**src/sgta_pkg.sv**
```systemverilog
// Shared types and constants for the generation tagged slot allocator.
// Used by sgta_exec and generation_tagged_slot_allocator; no dependencies.
package sgta_pkg;

   localparam int OPCODE_W    = 3;
   localparam int INDEX_W     = 16;
   localparam int REQ_GEN_W   = 32;
   localparam int CSUM_W      = 32;
   localparam int GRANT_W     = 10;
   localparam int COUNT_W     = 11;
   localparam int STATUS_W    = 4;
   localparam int CSR_INDEX_W = 1;
   localparam int CSR_DATA_W  = 11;
   localparam int REQ_DATA_W  = 80;
   localparam int REQ_USER_W  = 4;
   localparam int RSP_DATA_W  = 96;
   localparam int RSP_USER_W  = 4;

   localparam logic [CSR_INDEX_W-1:0] CSR_SLOT_COUNT  = 1'b0;
   localparam logic [CSR_INDEX_W-1:0] CSR_AREA_ACTIVE = 1'b1;

   typedef enum logic [OPCODE_W-1:0] {
      OP_ALLOC       = 3'd0,
      OP_FREE        = 3'd1,
      OP_WRITE_BEGIN = 3'd2,
      OP_WRITE_DONE  = 3'd3,
      OP_READ_BEGIN  = 3'd4,
      OP_READ_DONE   = 3'd5
   } opcode_type;

   typedef enum logic [STATUS_W-1:0] {
      ST_OK       = 4'd0,
      ST_INVALID  = 4'd1,
      ST_STALE    = 4'd2,
      ST_BUSY     = 4'd3,
      ST_NOSPACE  = 4'd4,
      ST_OVERFLOW = 4'd5,
      ST_IOERR    = 4'd6,
      ST_NODATA   = 4'd7,
      ST_MISMATCH = 4'd8
   } status_type;

   typedef enum logic [1:0] {
      SS_FREE     = 2'd0,
      SS_RESERVED = 2'd1,
      SS_STORED   = 2'd2
   } slot_state_type;

   typedef enum logic [1:0] {
      S_CLEAR = 2'd0,
      S_IDLE  = 2'd1,
      S_EXEC  = 2'd2
   } state_type;

   typedef struct packed {
      status_type status;
      logic       entry_we;
      logic       head_pop;
      logic       head_push;
   } exec_ctl_type;

endpackage

```
**src/sgta_exec.sv**
```systemverilog
// Per-transaction decision logic: checks one slot entry against the request and
// forms the new entry, the result fields and the free list control. Uses sgta_pkg.
module sgta_exec #(
   parameter int SLOTS    = 1024,
   parameter int GEN_BITS = 32
) (
   input  logic [sgta_pkg::OPCODE_W-1:0]  opcode,
   input  logic [sgta_pkg::INDEX_W-1:0]   slot_index,
   input  logic [sgta_pkg::REQ_GEN_W-1:0] slot_generation,
   input  logic                           io_ok,
   input  logic [sgta_pkg::CSUM_W-1:0]    page_checksum,
   input  logic                           area_active,
   input  logic [$clog2(SLOTS+1)-1:0]     slot_count,
   input  logic [$clog2(SLOTS+1)-1:0]     list_head,
   input  logic [$clog2(SLOTS+1)-1:0]     spare_count,
   input  logic [GEN_BITS-1:0]            e_gen,
   input  logic [1:0]                     e_state,
   input  logic [sgta_pkg::CSUM_W-1:0]    e_csum,
   input  logic                           e_busy,
   output sgta_pkg::exec_ctl_type         ctl,
   output logic [GEN_BITS-1:0]            w_gen,
   output logic [1:0]                     w_state,
   output logic [sgta_pkg::CSUM_W-1:0]    w_csum,
   output logic                           w_busy,
   output logic                           w_next_nil,
   output logic [sgta_pkg::GRANT_W-1:0]   granted_index,
   output logic [sgta_pkg::REQ_GEN_W-1:0] granted_generation,
   output logic [sgta_pkg::CSUM_W-1:0]    stored_checksum
);

   localparam int PTR_W = $clog2(SLOTS+1);
   localparam logic [PTR_W-1:0] NIL = PTR_W'(SLOTS);
   localparam logic [GEN_BITS-1:0] GEN_MAX = {GEN_BITS{1'b1}};

   sgta_pkg::slot_state_type cur_state;
   sgta_pkg::status_type     look;

   assign cur_state = sgta_pkg::slot_state_type'(e_state);

   always_comb begin
      if (32'(slot_index) >= 32'(slot_count)) begin
         look = sgta_pkg::ST_INVALID;
      end else if (64'(e_gen) != 64'(slot_generation)) begin
         look = sgta_pkg::ST_STALE;
      end else if (cur_state == sgta_pkg::SS_FREE) begin
         look = sgta_pkg::ST_INVALID;
      end else begin
         look = sgta_pkg::ST_OK;
      end
   end

   always_comb begin
      ctl.status         = sgta_pkg::ST_OK;
      ctl.entry_we       = 1'b0;
      ctl.head_pop       = 1'b0;
      ctl.head_push      = 1'b0;
      w_gen              = e_gen;
      w_state            = e_state;
      w_csum             = e_csum;
      w_busy             = e_busy;
      w_next_nil         = 1'b0;
      granted_index      = '0;
      granted_generation = '0;
      stored_checksum    = '0;
      case (sgta_pkg::opcode_type'(opcode))
         sgta_pkg::OP_ALLOC: begin
            if (!area_active || spare_count == '0) begin
               ctl.status = sgta_pkg::ST_NOSPACE;
            end else if (list_head == NIL || list_head >= slot_count) begin
               ctl.status = sgta_pkg::ST_IOERR;
            end else if (e_gen == GEN_MAX) begin
               ctl.status = sgta_pkg::ST_OVERFLOW;
            end else if (cur_state != sgta_pkg::SS_FREE) begin
               ctl.status = sgta_pkg::ST_IOERR;
            end else begin
               ctl.entry_we       = 1'b1;
               ctl.head_pop       = 1'b1;
               w_gen              = e_gen + GEN_BITS'(1);
               w_state            = sgta_pkg::SS_RESERVED;
               w_csum             = '0;
               w_busy             = 1'b0;
               w_next_nil         = 1'b1;
               granted_index      = sgta_pkg::GRANT_W'(list_head);
               granted_generation = sgta_pkg::REQ_GEN_W'(e_gen + GEN_BITS'(1));
            end
         end
         sgta_pkg::OP_FREE: begin
            if (look != sgta_pkg::ST_OK) begin
               ctl.status = look;
            end else if (e_busy) begin
               ctl.status = sgta_pkg::ST_BUSY;
            end else begin
               ctl.entry_we  = 1'b1;
               ctl.head_push = 1'b1;
               w_state       = sgta_pkg::SS_FREE;
               w_csum        = '0;
            end
         end
         sgta_pkg::OP_WRITE_BEGIN: begin
            if (look != sgta_pkg::ST_OK) begin
               ctl.status = look;
            end else if (e_busy) begin
               ctl.status = sgta_pkg::ST_BUSY;
            end else begin
               ctl.entry_we = 1'b1;
               w_state      = sgta_pkg::SS_RESERVED;
               w_csum       = '0;
               w_busy       = 1'b1;
            end
         end
         sgta_pkg::OP_WRITE_DONE: begin
            if (look != sgta_pkg::ST_OK) begin
               ctl.status = look;
            end else if (!e_busy) begin
               ctl.status = sgta_pkg::ST_IOERR;
            end else begin
               ctl.entry_we = 1'b1;
               w_busy       = 1'b0;
               if (io_ok) begin
                  w_csum  = page_checksum;
                  w_state = sgta_pkg::SS_STORED;
               end else begin
                  ctl.status = sgta_pkg::ST_IOERR;
               end
            end
         end
         sgta_pkg::OP_READ_BEGIN: begin
            if (look != sgta_pkg::ST_OK) begin
               ctl.status = look;
            end else if (cur_state != sgta_pkg::SS_STORED) begin
               ctl.status = sgta_pkg::ST_NODATA;
            end else if (e_busy) begin
               ctl.status = sgta_pkg::ST_BUSY;
            end else begin
               ctl.entry_we    = 1'b1;
               w_busy          = 1'b1;
               stored_checksum = e_csum;
            end
         end
         sgta_pkg::OP_READ_DONE: begin
            if (look != sgta_pkg::ST_OK) begin
               ctl.status = look;
            end else if (!e_busy) begin
               ctl.status = sgta_pkg::ST_IOERR;
            end else begin
               ctl.entry_we = 1'b1;
               w_busy       = 1'b0;
               if (!io_ok) begin
                  ctl.status = sgta_pkg::ST_IOERR;
               end else if (page_checksum != e_csum) begin
                  ctl.status = sgta_pkg::ST_MISMATCH;
               end
            end
         end
         default: begin
            ctl.status = sgta_pkg::ST_INVALID;
         end
      endcase
   end

endmodule

```
**config.mk**
```make
export PLATFORM = sky130hd
export DESIGN_NAME = sgta_exec
export DESIGN_NICKNAME = d
export VERILOG_FILES = /design/src/sgta_pkg.sv /design/src/sgta_exec.sv
export SDC_FILE = /design/constraint.sdc
export NUM_CORES = 1
export LEC_CHECK = 0
export ABC_AREA = 1
export ABC_CLOCK_PERIOD_IN_PS = 3240
export BUFFER_PORTS_ARGS = -buffer_cell sky130_fd_sc_hd__buf_2
export CAP_MARGIN = 20
export CORE_AREA = 2 2 128 130
export DETAILED_ROUTE_END_ITERATION = 10
export DIE_AREA = 0 0 130 132
export GPL_TIMING_DRIVEN = 0
export PLACE_DENSITY = 0.72
export REMOVE_ABC_BUFFERS = 1
export SKIP_LAST_GASP = 1
export SYNTH_ARGS = -nofsm -noshare
export SYNTH_HDL_FRONTEND = slang
export SYNTH_SLANG_ARGS = --single-unit
```
**constraint.sdc**
```tcl
create_clock -name vclk -period 3.24
set_input_delay 0.648 -clock vclk [all_inputs]
set_output_delay 0.648 -clock vclk [all_outputs]
set_load 0.05 [all_outputs]
```
==> metrics.md <==
| Metric | Value |
|---|---|
| Maximum fanout count along the critical path | 24 |
| Area of the placeable core | 15,700 um2 |
| Flip-flop and latch count | 0 |
| Data arrival time at the worst-slack endpoint | 2.69 ns |
| Final setup violation count | 96 |
| Leading cell type in the layout, fill and taps excluded | nand2_1 |
| Setup repair after global routing missed its margin | yes |
| Final Non-Filler Cells | 1,610 |
| Routability congestion estimate from global placement | 0.907 |
| Residual overflow from global routing | 0 |
| Capture endpoint of the worst hold path | granted_index[0] |
| Maximum frequency from static timing analysis | 300 MHz |
| Violations in the final reports | negative setup slack |
| Ports placed on the boundary | 334 |
| Number of warning messages in the yosys log | 0 |
| Number of distinct library cells after synthesis | 42 |
| Share of final-layout standard cells stronger than drive strength 1 | between 40% and 50% |
| Number of vias after detailed routing | 8,421 |
| Post-route ant nets | 0 |
| Category of the worst setup path launch point | input port |
| Final critical delay including setup and external delays | 3.34 ns |
| Placed insts | 1,561 |
| Mapped Avg Cell Area | roughly 4.9 um2 |
| Die Span X | 130 um |
| Effective utilization at floorplan | 33.0% |
| Status | complete, but fails checks |
| Post-synthesis cell type with the largest combined area | nand2_1 |
| Number of standard-cell rows in the floorplan | 46 |
| Max-slew headroom at the worst pin | between 50% and 60% |
| Area fraction of the dominant cell type after synthesis | 25.6% |
| Count of fill cells added during filler insertion | ~1,400 |
| Drc violations | 0 |
| Number of failing hold endpoints at the final stage | 0 |
| Share of the yosys chip area belonging to registers | 0% |
| IO Port Bufs | 334 |
| Largest net degree at the start of global routing | 55 |
| Min-delay worst type | in2out |
| Antenna violations before repair | 1 |
| Post-layout util | 58.5% |
| Post-DR wirelength/cell | 16.2 um |
| DR vias/cell | approximately 5.2 |
| Cell count after synthesis | 1,058 |
| Netlist Area Pre-Place | 5190 um2 |
| Cells taking the most area after synthesis | nand2_1 26%, nor2_1 10%, xor2_1 9.8% |
| Floorplan die area | 17,200 um2 |
| Setup crit end kind | primary output |
| Count of pins over their slew limit | 0 |
| Least setup slack across all paths after layout | -0.0960 ns |
| Clock buf count | 0 |
| Worst setup path class | in2out |
| Crit path required time | roughly 2.6 ns |
| Power density over cell area | about 130 nW/um2 |
| Violation count after the first detailed-routing iteration | 580 |
| Routed wire length | approximately 26,000 um |
| Number of optimization iterations in the first detailed-route pass | 5 |
| Hold_sp | list_head[0] |
| Max-cap check violation count | 0 |
| VDD IR max | 0.144 mV |
| Top library cells by usage in the layout, fill and taps aside | 336 x nand2_1, 175 x buf_2, 112 x inv_1 |
| Hold Path Stages | 4 |
| Measured slew at the worst slew-check pin | 0.665 ns |
| Final net count | 1,604 |
| First-pass GRT wire length | about 38,000 um |
| Leakage Power | 0.00481 uW |
| Final period util | 103% |
| Area growth from synthesis to layout | 77.3% |
| Vias in the first global route | 7,720 |
| Vertical die dimension | approximately 130 um |
| Sequential cell area | 0 um2 |
| Aggregate global-route resource usage | 27.0% |
| Post-detailed-placement half-perimeter wirelength | 17,200 um |
| Hold-fix buffer count after cts | 0 |
-- worst max-delay path by stage --
| stage | from | end | depth (start not counted) |
|---|---|---|---|
| 3_3_place_gp | slot_count[7] | stored_checksum[10] | 13 |
| 3_5_place_dp | slot_count[7] | stored_checksum[10] | 13 |
| 4_1_cts | list_head[10] | w_state[0] | 20 |
| 6_report | list_head[10] | w_gen[25] | 15 |
| 2_1_floorplan | opcode[1] | ctl[5] | 6 |
| 5_1_grt | e_gen[0] | w_gen[5] | 18 |
-- logic make-up (layout without fill, tap and decap cells) --
| family | count (synthesis) | after routing | synth area share [%] |
|---|---|---|---|
| and+or+nand+nor | 630 | 636 | 51.3 |
| buffers and inverters | 188 | 517 | 15.3 |
| AOI/OAI and AO/OA | 153 | 153 | 17.0 |
| xor gates and xnor gates | 63 | 63 | 10.6 |
| adders and majority gates | 24 | 24 | 5.79 |
| other | 0 | 1 | 0 |
-- Yosys cell counts (all sizes together) --
cell and count:
nand2 357, a21boi 1, nand4 22, ha 24, nor2 152, a22oi 1, a211oi 1, nor3 25
a21oi 13, nor3b 2, o21ai 108, or2 7, o211ai 26, xnor2 5, nor4 7, o41ai 1
buf 24, inv 136, a21o 1, nand3 54, nand3b 2, and2 2, clkbuf 27, clkinv 1
xor2 58, o22ai 1
-- routing by layer --
layer | track usage [%] | vias to the layer above | wire length (um)
met5 | 0 | - | 0
met4 | 11.1 | 0 | 1350
li1 | - | 4052 | -
met2 | 49.3 | 493 | 12800
met1 | 29.8 | 3755 | 9580
met3 | 5.72 | 121 | 2410
-- what timing repair did --
action,4_1_cts,5_1_grt
pin swaps,31,47
resized for setup,342,170
buffers inserted,31,2
setup endpoints to repair,147,148
cloned,17,0
-- cell type report --
type	instances	area (um2)	share of cell area (%)
multi-input combinational	876	5190	56.4
antenna	1	2.50	0.0272
timing repair buffer	376	3090	33.6
inverter	137	578	6.29
timing repair inverter	4	67.6	0.735
tap	216	270	2.94
-- power breakdown --
group	total, uW	leakage, uW	internal, uW	switching [uW]
logic	1220	0.00481	449	770
clock network	0.0000413	0.00000000634	0.0000413	0
registers	0	0	0	0
-- through the flow --
step / hold slack [ns] / setup slack (ns) / total power [uW] / area, um2 / TNS (ns)
global placement: 1.70 / -2.48 / 944 / 6850 / -194.45
CTS: 1.69 / -0.0938 / 1140 / 8650 / -4.91
detailed placement: 1.71 / -2.14 / 963 / 6940 / -153.19
finish: 1.65 / -0.0960 / 1220 / 9190 / -3.20
global route: 1.67 / -0.200 / 1300 / 9190 / -17.78
floorplan: 1.52 / -1.52 / 617 / 4910 / -146.94
-- worst max-delay path: stages --
cell	delay, ns
buf_4	0.13
ha_4	0.26
a21o_1	0.18
nor2_1	0.11
nand3_1	0.10
nor2_2	0.11
nand2_1	0.09
inv_2	0.12
nand3_4	0.09
nor2_4	0.13
buf_12	0.23
clkinv_16	0.12
nand2_1	0.08
nand2_1	0.10
buf_6	0.17
Note: power is estimated with default switching activity, not from simulation.
