<file path="src/sgta_ram.sv">
// Generic single write port, single read port RAM with registered read data.
// No dependencies.
module sgta_ram #(
   parameter int WIDTH = 8,
   parameter int DEPTH = 16
) (
   input  logic                     clock,
   input  logic                     wr_en,
   input  logic [$clog2(DEPTH)-1:0] wr_addr,
   input  logic [WIDTH-1:0]         wr_data,
   input  logic                     rd_en,
   input  logic [$clog2(DEPTH)-1:0] rd_addr,
   output logic [WIDTH-1:0]         rd_data
);

   logic [WIDTH-1:0] mem [DEPTH];
   logic [WIDTH-1:0] rd_data_ff;

   always_ff @(posedge clock) begin
      if (wr_en) begin
         mem[wr_addr] <= wr_data;
      end
      if (rd_en) begin
         rd_data_ff <= mem[rd_addr];
      end
   end

   assign rd_data = rd_data_ff;

endmodule

</file>
<file path="config.mk">
export PLATFORM = sky130hd
export DESIGN_NAME = sgta_ram
export DESIGN_NICKNAME = d
export VERILOG_FILES = /design/src/sgta_ram.sv
export SDC_FILE = /design/constraint.sdc
export NUM_CORES = 1
export LEC_CHECK = 0
export ABC_AREA = 0
export BUFFER_PORTS_ARGS = -buffer_cell sky130_fd_sc_hd__buf_4
export CELL_PAD_IN_SITES_DETAIL_PLACEMENT = 1
export CELL_PAD_IN_SITES_GLOBAL_PLACEMENT = 1
export CORE_MARGIN = 4
export CORE_UTILIZATION = 50
export CTS_CLUSTER_DIAMETER = 60
export DETAILED_ROUTE_END_ITERATION = 7
export PLACE_DENSITY = 0.82
export SKIP_CTS_REPAIR_TIMING = 1
export SLEW_MARGIN = 20
export SYNTH_ARGS = -nofsm -noshare
export SYNTH_HDL_FRONTEND = slang
export SYNTH_SLANG_ARGS = --single-unit
</file>
<file path="constraint.sdc">
create_clock -name clock -period 2.6 [get_ports clock]
set_input_delay 0.13 -clock clock [delete_from_list [all_inputs] [get_ports clock]]
set_output_delay 0.13 -clock clock [all_outputs]
set_load 0.01 [all_outputs]
</file>
==> results.json, run 1 <==
{
  "synth.net_count": 248,
  "grt_pass1_vias": 2786,
  "timing.rr.end": "rd_data[6]$_DFFE_PP_",
  "antenna_cells": 0,
  "end_kind": "flip-flop",
  "numCtsBuffers": 17,
  "setup_viol_count_final": 0,
  "die_w_um": 110.3,
  "grt_antenna_before_repair": 0,
  "maxSlewViolCount": 0,
  "fin_cells": 435,
  "finalSetupTns_ns": 0,
  "drt_iter0_markers": 226,
  "num_rows": 37,
  "insertion_delay_ns": 0.53,
  "power_mw": 5.166,
  "clk_pin_slew_worst_paths_ns": 0.06,
  "rrSetupSlack_ns": 1.08,
  "ctsRootBufferMaster": "clkbuf_8",
  "switching_share": 0.2014,
  "vdd_drop_max_v": 0.0003766,
  "synth_edf_count": 136,
  "power.switching_mw": 1.040,
  "netlist_instances": 229,
  "start_kind": "flip-flop",
  "clock.fmax_mhz": 656.7,
  "worstReg2RegStart": "mem[3][6]$_DFFE_PP_",
  "drive_above_1_share": 0.2910,
  "ys_ff_latch": 136,
  "seqCellArea_um2": 4084,
  "routed_wl_um": 11860,
  "hp-class": "input pin to flip-flop",
  "grtUsageMet2": 0.3375,
  "multiInputGateArea_um2": 1057,
  "worstPathMaxFanout": 1,
  "status": "finished, final reports clean",
  "worst_pin_slew_ns": 0.9329,
  "grt_pass1_wl_um": 18110,
  "grt_usage": 0.2210,
  "drv_cap": 0,
  "hold_violations": 0,
  "core_area_um2": 10230,
  "die_area_um2": 12160,
  "finalCoreUtilization": 0.6151,
  "cts_sinks": 136,
  "final_common_cell": "edfxtp_1",
  "cts_tree": "built",
  "ys.warnings.count": 0,
  "total_leakage_power_nw": 2.121,
  "dp_hpwl_um": 7079,
  "rsz0062_at_grt": "no",
  "criticalPathCategory": "flip-flop to flip-flop",
  "ys_types": 18,
  "drc": 0,
  "max_slew_margin": 0.3758,
  "vias_per_cell": 5.954,
  "nNetsFinal": 305,
  "num-fill-cells": 854,
  "num_io_pins": 27,
  "area_delta_synth_final_pct": 20.39,
  "layout_common_cells": "edfxtp_1, buf_4, mux4_2",
  "p_int_mw": 4.126,
  "clock_skew_ns": 0.01141,
  "dp_cells": 394,
  "busiest_layer": "met2",
  "grt_max_degree": 33,
  "pwr-share-comb": 0.049,
  "synth_ff_type": "edfxtp_1",
  "crit_arrival_ns": 1.79,
  "numPortBuffers": 26,
  "place_congestion": 0.7582,
  "min_period_ns": 1.523,
  "r2r_cells": 3,
  "seq_area_frac_synth": 0.7812,
  "synthArstFlopShare": 0,
  "clk_path_buf_depth": 2,
  "ant_nets": 0,
  "endpoint": "rd_data[6]$_DFFE_PP_",
  "fp.dieH_um": 110.3,
  "dr.pass1.iters": 4,
  "required_ns": 2.87,
  "clockPowerShare": 0.470,
  "h-tree-depth": 4,
  "finalCritPeriodShare": 0.5857,
  "power_frac_seq": 0.481,
  "power.density_nw_per_um2": 820.9,
  "initial_core_util": 0.5109,
  "syn_area_um2": 5228,
  "wire_per_inst_um": 27.27,
  "grtUsageMet1": 0.3098,
  "gr-usage-met3": 0.06756,
  "avgSynthCellArea_um2": 22.83,
  "dr_total_vias": 2590,
  "grt-ovfl-total": 0,
  "crit_start": "mem[3][6]$_DFFE_PP_"
}
==> synthesized netlist by cell type (2+ instances only) <==
cell type	instances	area share
edfxtp_1	136	0.78
clkdlybuf4s25_2	3	0.0057
mux4_2	18	0.078
nor2_1	13	0.0093
buf_2	3	0.0029
nor3_1	4	0.0038
nand2b_1	2	0.0024
nand3b_1	2	0.0029
mux4_1	14	0.070
nand2_1	9	0.0065
a22oi_1	16	0.023
buf_6	3	0.0065
==> stage by stage <==
stage / hold slack [ns] / setup WS [ns] / instance area [um^2]
final: 0.1408 / 1.077 / 6294
after global routing: 0.1331 / 1.017 / 6294
after CTS: -0.1075 / 1.073 / 6203
after detailed placement: 0.4533 / 0.6664 / 5604
after global placement: 0.4346 / 0.6560 / 5604
after floorplan: 0.2289 / 0.9771 / 5228
==> metal layers <==
metal | up-vias | share of wire
met3 | 12 | 0.057
li1 | 1101 | -
met4 | 0 | 0.013
met5 | - | 0
met2 | 110 | 0.50
met1 | 1367 | 0.43
==> kinds of logic (layout without fill, tap and decap cells) <==
logic type      Yosys count  in the layout  share of synthesized area
compound gates           16             16                    0.02298
buf+inv                  10             80                    0.01651
flops                   136            136                     0.7812
simple gates             35             35                    0.03136
mux                      32             32                     0.1479
==> cell type report <==
cell class                      count  share of cell area
Timing Repair Buffer               48             0.06083
Clock buffer                       18             0.06640
Clock inverter                     14             0.02883
Multi-Input combinational cell     83              0.1680
Sequential cell                   136              0.6489
Tap cell                          136             0.02704
==> flip-flops by register name, summed over array words and instances, names as in the netlist <==
name and flops:
mem 128, rd_data 8
==> worst min path at each step <==
stage | cells after the start | start | slack (ns) | endpoint
floorplan | 0 | wr_data[0] | 0.23 | mem[0][0]$_DFFE_PP_
global placement | 1 | wr_data[7] | 0.43 | mem[6][7]$_DFFE_PP_
detailed placement | 1 | wr_data[0] | 0.45 | mem[7][0]$_DFFE_PP_
CTS | 1 | wr_data[0] | -0.11 | mem[5][0]$_DFFE_PP_
global route | 3 | wr_addr[0] | 0.13 | mem[4][3]$_DFFE_PP_
finish | 3 | wr_addr[0] | 0.14 | mem[0][0]$_DFFE_PP_
==> worst max-delay path, stage by stage (launching register included) <==
cell	delay, ns
edfxtp_1	0.37
mux4_2	0.48
a22oi_1	0.28
nand2_1	0.13
==> power groups by stage <==
stage / clock network, mW / registers, mW / logic [mW]
after floorplan: 0 / 2.53 / 0.125
after global placement: 0 / 2.53 / 0.228
after detailed placement: 0 / 2.53 / 0.241
after CTS: 2.46 / 2.49 / 0.243
after global routing: 2.59 / 2.49 / 0.272
final: 2.43 / 2.49 / 0.252
No activity file was read; power rests on OpenSTA's default activity.
==> run 2: changes to the inputs <==
CORE_UTILIZATION = 48   (was 50)
clock period = 1.22 ns   (was 2.6 ns; I/O delays follow)
==> results.json, run 2 (synthesis results as in run 1) <==
{
  "status": "finished with violations",
  "violations": "negative setup slack",
  "power_mw": 11.41,
  "fin_cells": 446,
  "r2r_cells": 3,
  "hold_violations": 0,
  "criticalPathCategory": "flip-flop to flip-flop",
  "numPortBuffers": 26,
  "area_delta_synth_final_pct": 24.05,
  "max_slew_margin": 0.3507,
  "core_area_um2": 10460,
  "total_leakage_power_nw": 2.174,
  "power.density_nw_per_um2": 1759,
  "numCtsBuffers": 17,
  "antenna_cells": 0,
  "largest_register_ffs": 128,
  "grt_pass1_vias": 2781,
  "fp.dieH_um": 112.4,
  "setup_viol_count_final": 8,
  "die_w_um": 112.4,
  "timing.rr.end": "rd_data[2]$_DFFE_PP_",
  "dr.pass1.iters": 6,
  "cp_num_buf_inv": 0,
  "drc": 0,
  "dp_cells": 406,
  "drt_iter0_markers": 280,
  "h-tree-depth": 4,
  "grt_pass1_wl_um": 17630,
  "crit_arrival_ns": 1.75,
  "final_common_cell": "edfxtp_1",
  "place_ws_ns": -0.3934,
  "num_rows": 37,
  "maxSlewViolCount": 0,
  "routed_wl_um": 11670,
  "clock.fmax_mhz": 671.5,
  "crit_chain": "mux4_2 > a22oi_2 > nand2_2",
  "start_kind": "flip-flop",
  "worst_pin_slew_ns": 0.9720,
  "min_period_ns": 1.489,
  "grt_antenna_before_repair": 0,
  "die_area_um2": 12620,
  "vdd_drop_max_v": 0.001236,
  "clock_skew_ns": 0.01359,
  "clk_pin_slew_worst_paths_ns": 0.06,
  "finalCritPeriodShare": 1.221,
  "required_ns": 1.49,
  "rrSetupSlack_ns": -0.27,
  "whs_ns": 0.08562,
  "hp-class": "input pin to flip-flop",
  "rsz0062_at_grt": "yes",
  "initial_core_util": 0.4996,
  "worst_hold_path.endpoint": "mem[8][0]$_DFFE_PP_",
  "vias_per_cell": 5.814,
  "ctsRootBufferMaster": "clkbuf_8",
  "regMostFlops": "mem",
  "drive_above_1_share": 0.4129,
  "wire_per_inst_um": 26.17,
  "setup_ws_ns": -0.2692,
  "place_congestion": 0.7549,
  "finalCoreUtilization": 0.6198,
  "grt_usage": 0.1989,
  "layout_common_cells": "edfxtp_1, buf_4, mux4_2",
  "grt-ovfl-total": 0,
  "cts_tree": "built",
  "critical_path.top_delay_family": "multiplexers",
  "dp_hpwl_um": 7433,
  "ant_nets": 0,
  "insertion_delay_ns": 0.53,
  "grt_max_degree": 17,
  "worstReg2RegStart": "mem[11][2]$_DFFE_PP_",
  "slowest_stage": "mux4_2",
  "hold_path_depth": 3,
  "drv_cap": 0,
  "worstPathMaxFanout": 1,
  "dr_total_vias": 2593,
  "num_io_pins": 27,
  "end_kind": "flip-flop",
  "clk_path_buf_depth": 2,
  "slowest_delay_ns": 0.53,
  "nNetsFinal": 317,
  "hp-start": "wr_addr[0]",
  "cts_sinks": 136
}
[run 2: final cells by class]
class	count	area, um^2
clock buffers	18	417.9
clock inverters	13	217.7
fillers	883	3978
multi-input cells	83	1072
flip-flops and latches	136	4084
well taps	136	170.2
repair buffers	60	523.0
[run 2: worst max-delay path by stage]
stage	start	endpoint	slack, ns	cells after the start
detailed placement	rd_addr[0]	rd_data[5]$_DFFE_PP_	-0.39	6
global placement	rd_addr[0]	rd_data[2]$_DFFE_PP_	-0.37	5
CTS	mem[11][2]$_DFFE_PP_	rd_data[2]$_DFFE_PP_	-0.35	3
global route	mem[11][2]$_DFFE_PP_	rd_data[2]$_DFFE_PP_	-0.27	3
finish	mem[11][2]$_DFFE_PP_	rd_data[2]$_DFFE_PP_	-0.27	3
floorplan	wr_addr[2]	mem[3][0]$_DFFE_PP_	-0.11	2
[run 2: power by group]
group	switching, mW	leakage, nW	internal, mW	total (mW)
registers	0.0328	1.24	5.26	5.30
logic	0.338	0.629	0.292	0.630
clock network	1.93	0.308	3.55	5.48
total	2.30	2.17	9.11	11.4
[run 2: through the flow]
stage | TNS (ns) | area [um^2]
6_report | -1.756 | 6485
5_1_grt | -2.008 | 6485
4_1_cts | -2.276 | 6342
3_5_place_dp | -6.659 | 5707
3_3_place_gp | -5.526 | 5707
2_1_floorplan | -3.666 | 5224
[run 2: worst reg2reg max path, cell delays in order, from the launching register on]
cell and delay (ns):
edfxtp_1 0.41, mux4_2 0.53, a22oi_2 0.21, nand2_2 0.09
[run 2: layer usage]
metal / GRT usage / routed length, um / vias up
li1: - / - / 1105
met1: 0.2742 / 4671 / 1380
met2: 0.3155 / 6129 / 93
met3: 0.04151 / 686 / 15
met4: 0.07772 / 186 / 0
met5: 0 / 0 / -
==> run 3: changes to the inputs <==
CTS_CLUSTER_SIZE = 20   (was unset)
MAX_ROUTING_LAYER = met4   (was unset)
==> results.json, run 3 (synthesis results as in run 1) <==
{
  "status": "finished with violations",
  "violations": "negative setup slack",
  "hp-class": "input pin to flip-flop",
  "whs_ns": 0.08453,
  "dr_total_vias": 2585,
  "finalSetupTns_ns": -1.777,
  "dp_hpwl_um": 7433,
  "routed_wl_um": 11750,
  "clock_skew_ns": 0.01019,
  "switching_share": 0.2031,
  "regMostFlops": "mem",
  "wl_met3_um": 742,
  "numPortBuffers": 26,
  "r2r_cells": 3,
  "num_rows": 37,
  "ctsRootBufferMaster": "clkbuf_8",
  "setup_ws_ns": -0.2715,
  "largest_register_ffs": 128,
  "rsz0062_at_grt": "yes",
  "drive_above_1_share": 0.4129,
  "placedInstanceArea_um2": 5707,
  "finalCritPeriodShare": 1.223,
  "power.density_nw_per_um2": 1762,
  "h-tree-depth": 4,
  "p_int_mw": 9.106,
  "vdd_drop_max_v": 0.001242,
  "worst_pin_slew_ns": 0.9428,
  "pwr-share-comb": 0.055,
  "hold_violations": 0,
  "worstPathMaxFanout": 1,
  "numCtsBuffers": 17,
  "clk_pin_slew_worst_paths_ns": 0.06,
  "dp_cells": 406,
  "min_period_ns": 1.492,
  "criticalPathCategory": "flip-flop to flip-flop",
  "grt_max_degree": 17,
  "crit_arrival_ns": 1.75,
  "max_slew_margin": 0.3702,
  "power_frac_seq": 0.464,
  "required_ns": 1.48,
  "final_common_cell": "edfxtp_1",
  "nNetsFinal": 317,
  "start_kind": "flip-flop",
  "area_delta_synth_final_pct": 24.05,
  "fp.dieH_um": 112.4,
  "die_area_um2": 12620,
  "power.switching_mw": 2.320,
  "dr_wl_met2_um": 6105,
  "drt_iter0_markers": 264,
  "cp_num_buf_inv": 0,
  "slowest_stage": "mux4_2",
  "maxSlewViolCount": 0,
  "die_w_um": 112.4,
  "vias_per_cell": 5.796,
  "drv_cap": 0,
  "total_leakage_power_nw": 2.174,
  "cts_tree": "built",
  "clk_path_buf_depth": 2,
  "end_kind": "flip-flop",
  "grt-ovfl-total": 0,
  "top_layer": "met4",
  "wire_per_inst_um": 26.34,
  "grt_pass1_vias": 2776,
  "clock.fmax_mhz": 670.5,
  "antenna_cells": 0,
  "cts_sinks": 136,
  "initial_core_util": 0.4996,
  "rrSetupSlack_ns": -0.27,
  "layout_common_cells": "edfxtp_1, buf_4, mux4_2",
  "dr.pass1.iters": 4,
  "clockPowerShare": 0.481,
  "wl_met1_um": 4767,
  "critical_path.top_delay_family": "multiplexers",
  "hold_path_depth": 3,
  "final_area_um2": 6485,
  "insertion_delay_ns": 0.52,
  "slowest_delay_ns": 0.53,
  "place_ws_ns": -0.3934,
  "drc": 0,
  "num_io_pins": 27,
  "setup_viol_count_final": 8,
  "core_area_um2": 10460,
  "place_congestion": 0.7647,
  "grt_antenna_before_repair": 0,
  "ant_nets": 0,
  "fin_cells": 446,
  "crit_chain": "mux4_2 > a22oi_2 > nand2_2",
  "path_depth": 3,
  "grt_usage": 0.2052,
  "grt_pass1_wl_um": 17630
}
## run 3: cell counts in the layout (fill, tap and decap cells not counted)
No cell type changed its count.
## run 3: per-layer routing
layer  up-vias  track usage
met3        14      0.04313
met5         -            -
met2        90       0.3151
li1       1105            -
met1      1376       0.2738
met4         0      0.07772
## run 3: power groups by stage
stage          registers, mW  logic (mW)  clock network, mW
6_report                5.30       0.634               5.49
5_1_grt                 5.30       0.676               5.84
4_1_cts                 5.30       0.591               5.56
3_5_place_dp            5.40       0.584                  0
3_3_place_gp            5.38       0.558                  0
2_1_floorplan           5.39       0.291                  0
## run 3: layout make-up
cell class | count | area, um^2
clock inverters | 13 | 217.7
clock buffers | 18 | 417.9
multi-input cells | 83 | 1072
fillers | 883 | 3978
repair buffers | 60 | 523.0
well taps | 136 | 170.2
flip-flops and latches | 136 | 4084
## run 3: worst paths after layout
path | startpoint | to
worst max-delay path | mem[11][2]$_DFFE_PP_ | rd_data[2]$_DFFE_PP_
worst min register to register | mem[12][0]$_DFFE_PP_ | rd_data[0]$_DFFE_PP_
worst min-delay path | wr_addr[0] | mem[4][1]$_DFFE_PP_
worst max register to register | mem[11][2]$_DFFE_PP_ | rd_data[2]$_DFFE_PP_
## run 3: through the flow
| stage | total power [mW] | util |
|---|---|---|
| 2_1_floorplan | 5.685 | - |
| 3_3_place_gp | 5.942 | 0.5454 |
| 3_5_place_dp | 5.979 | 0.5454 |
| 4_1_cts | 11.45 | 0.6062 |
| 5_1_grt | 11.82 | 0.6198 |
| 6_report | 11.43 | 0.6198 |
## run 3: worst min-delay path: cells and delay by family
family / cells / cell delay, ns
buf+inv: 2 / 0.31
simple gates: 1 / 0.06
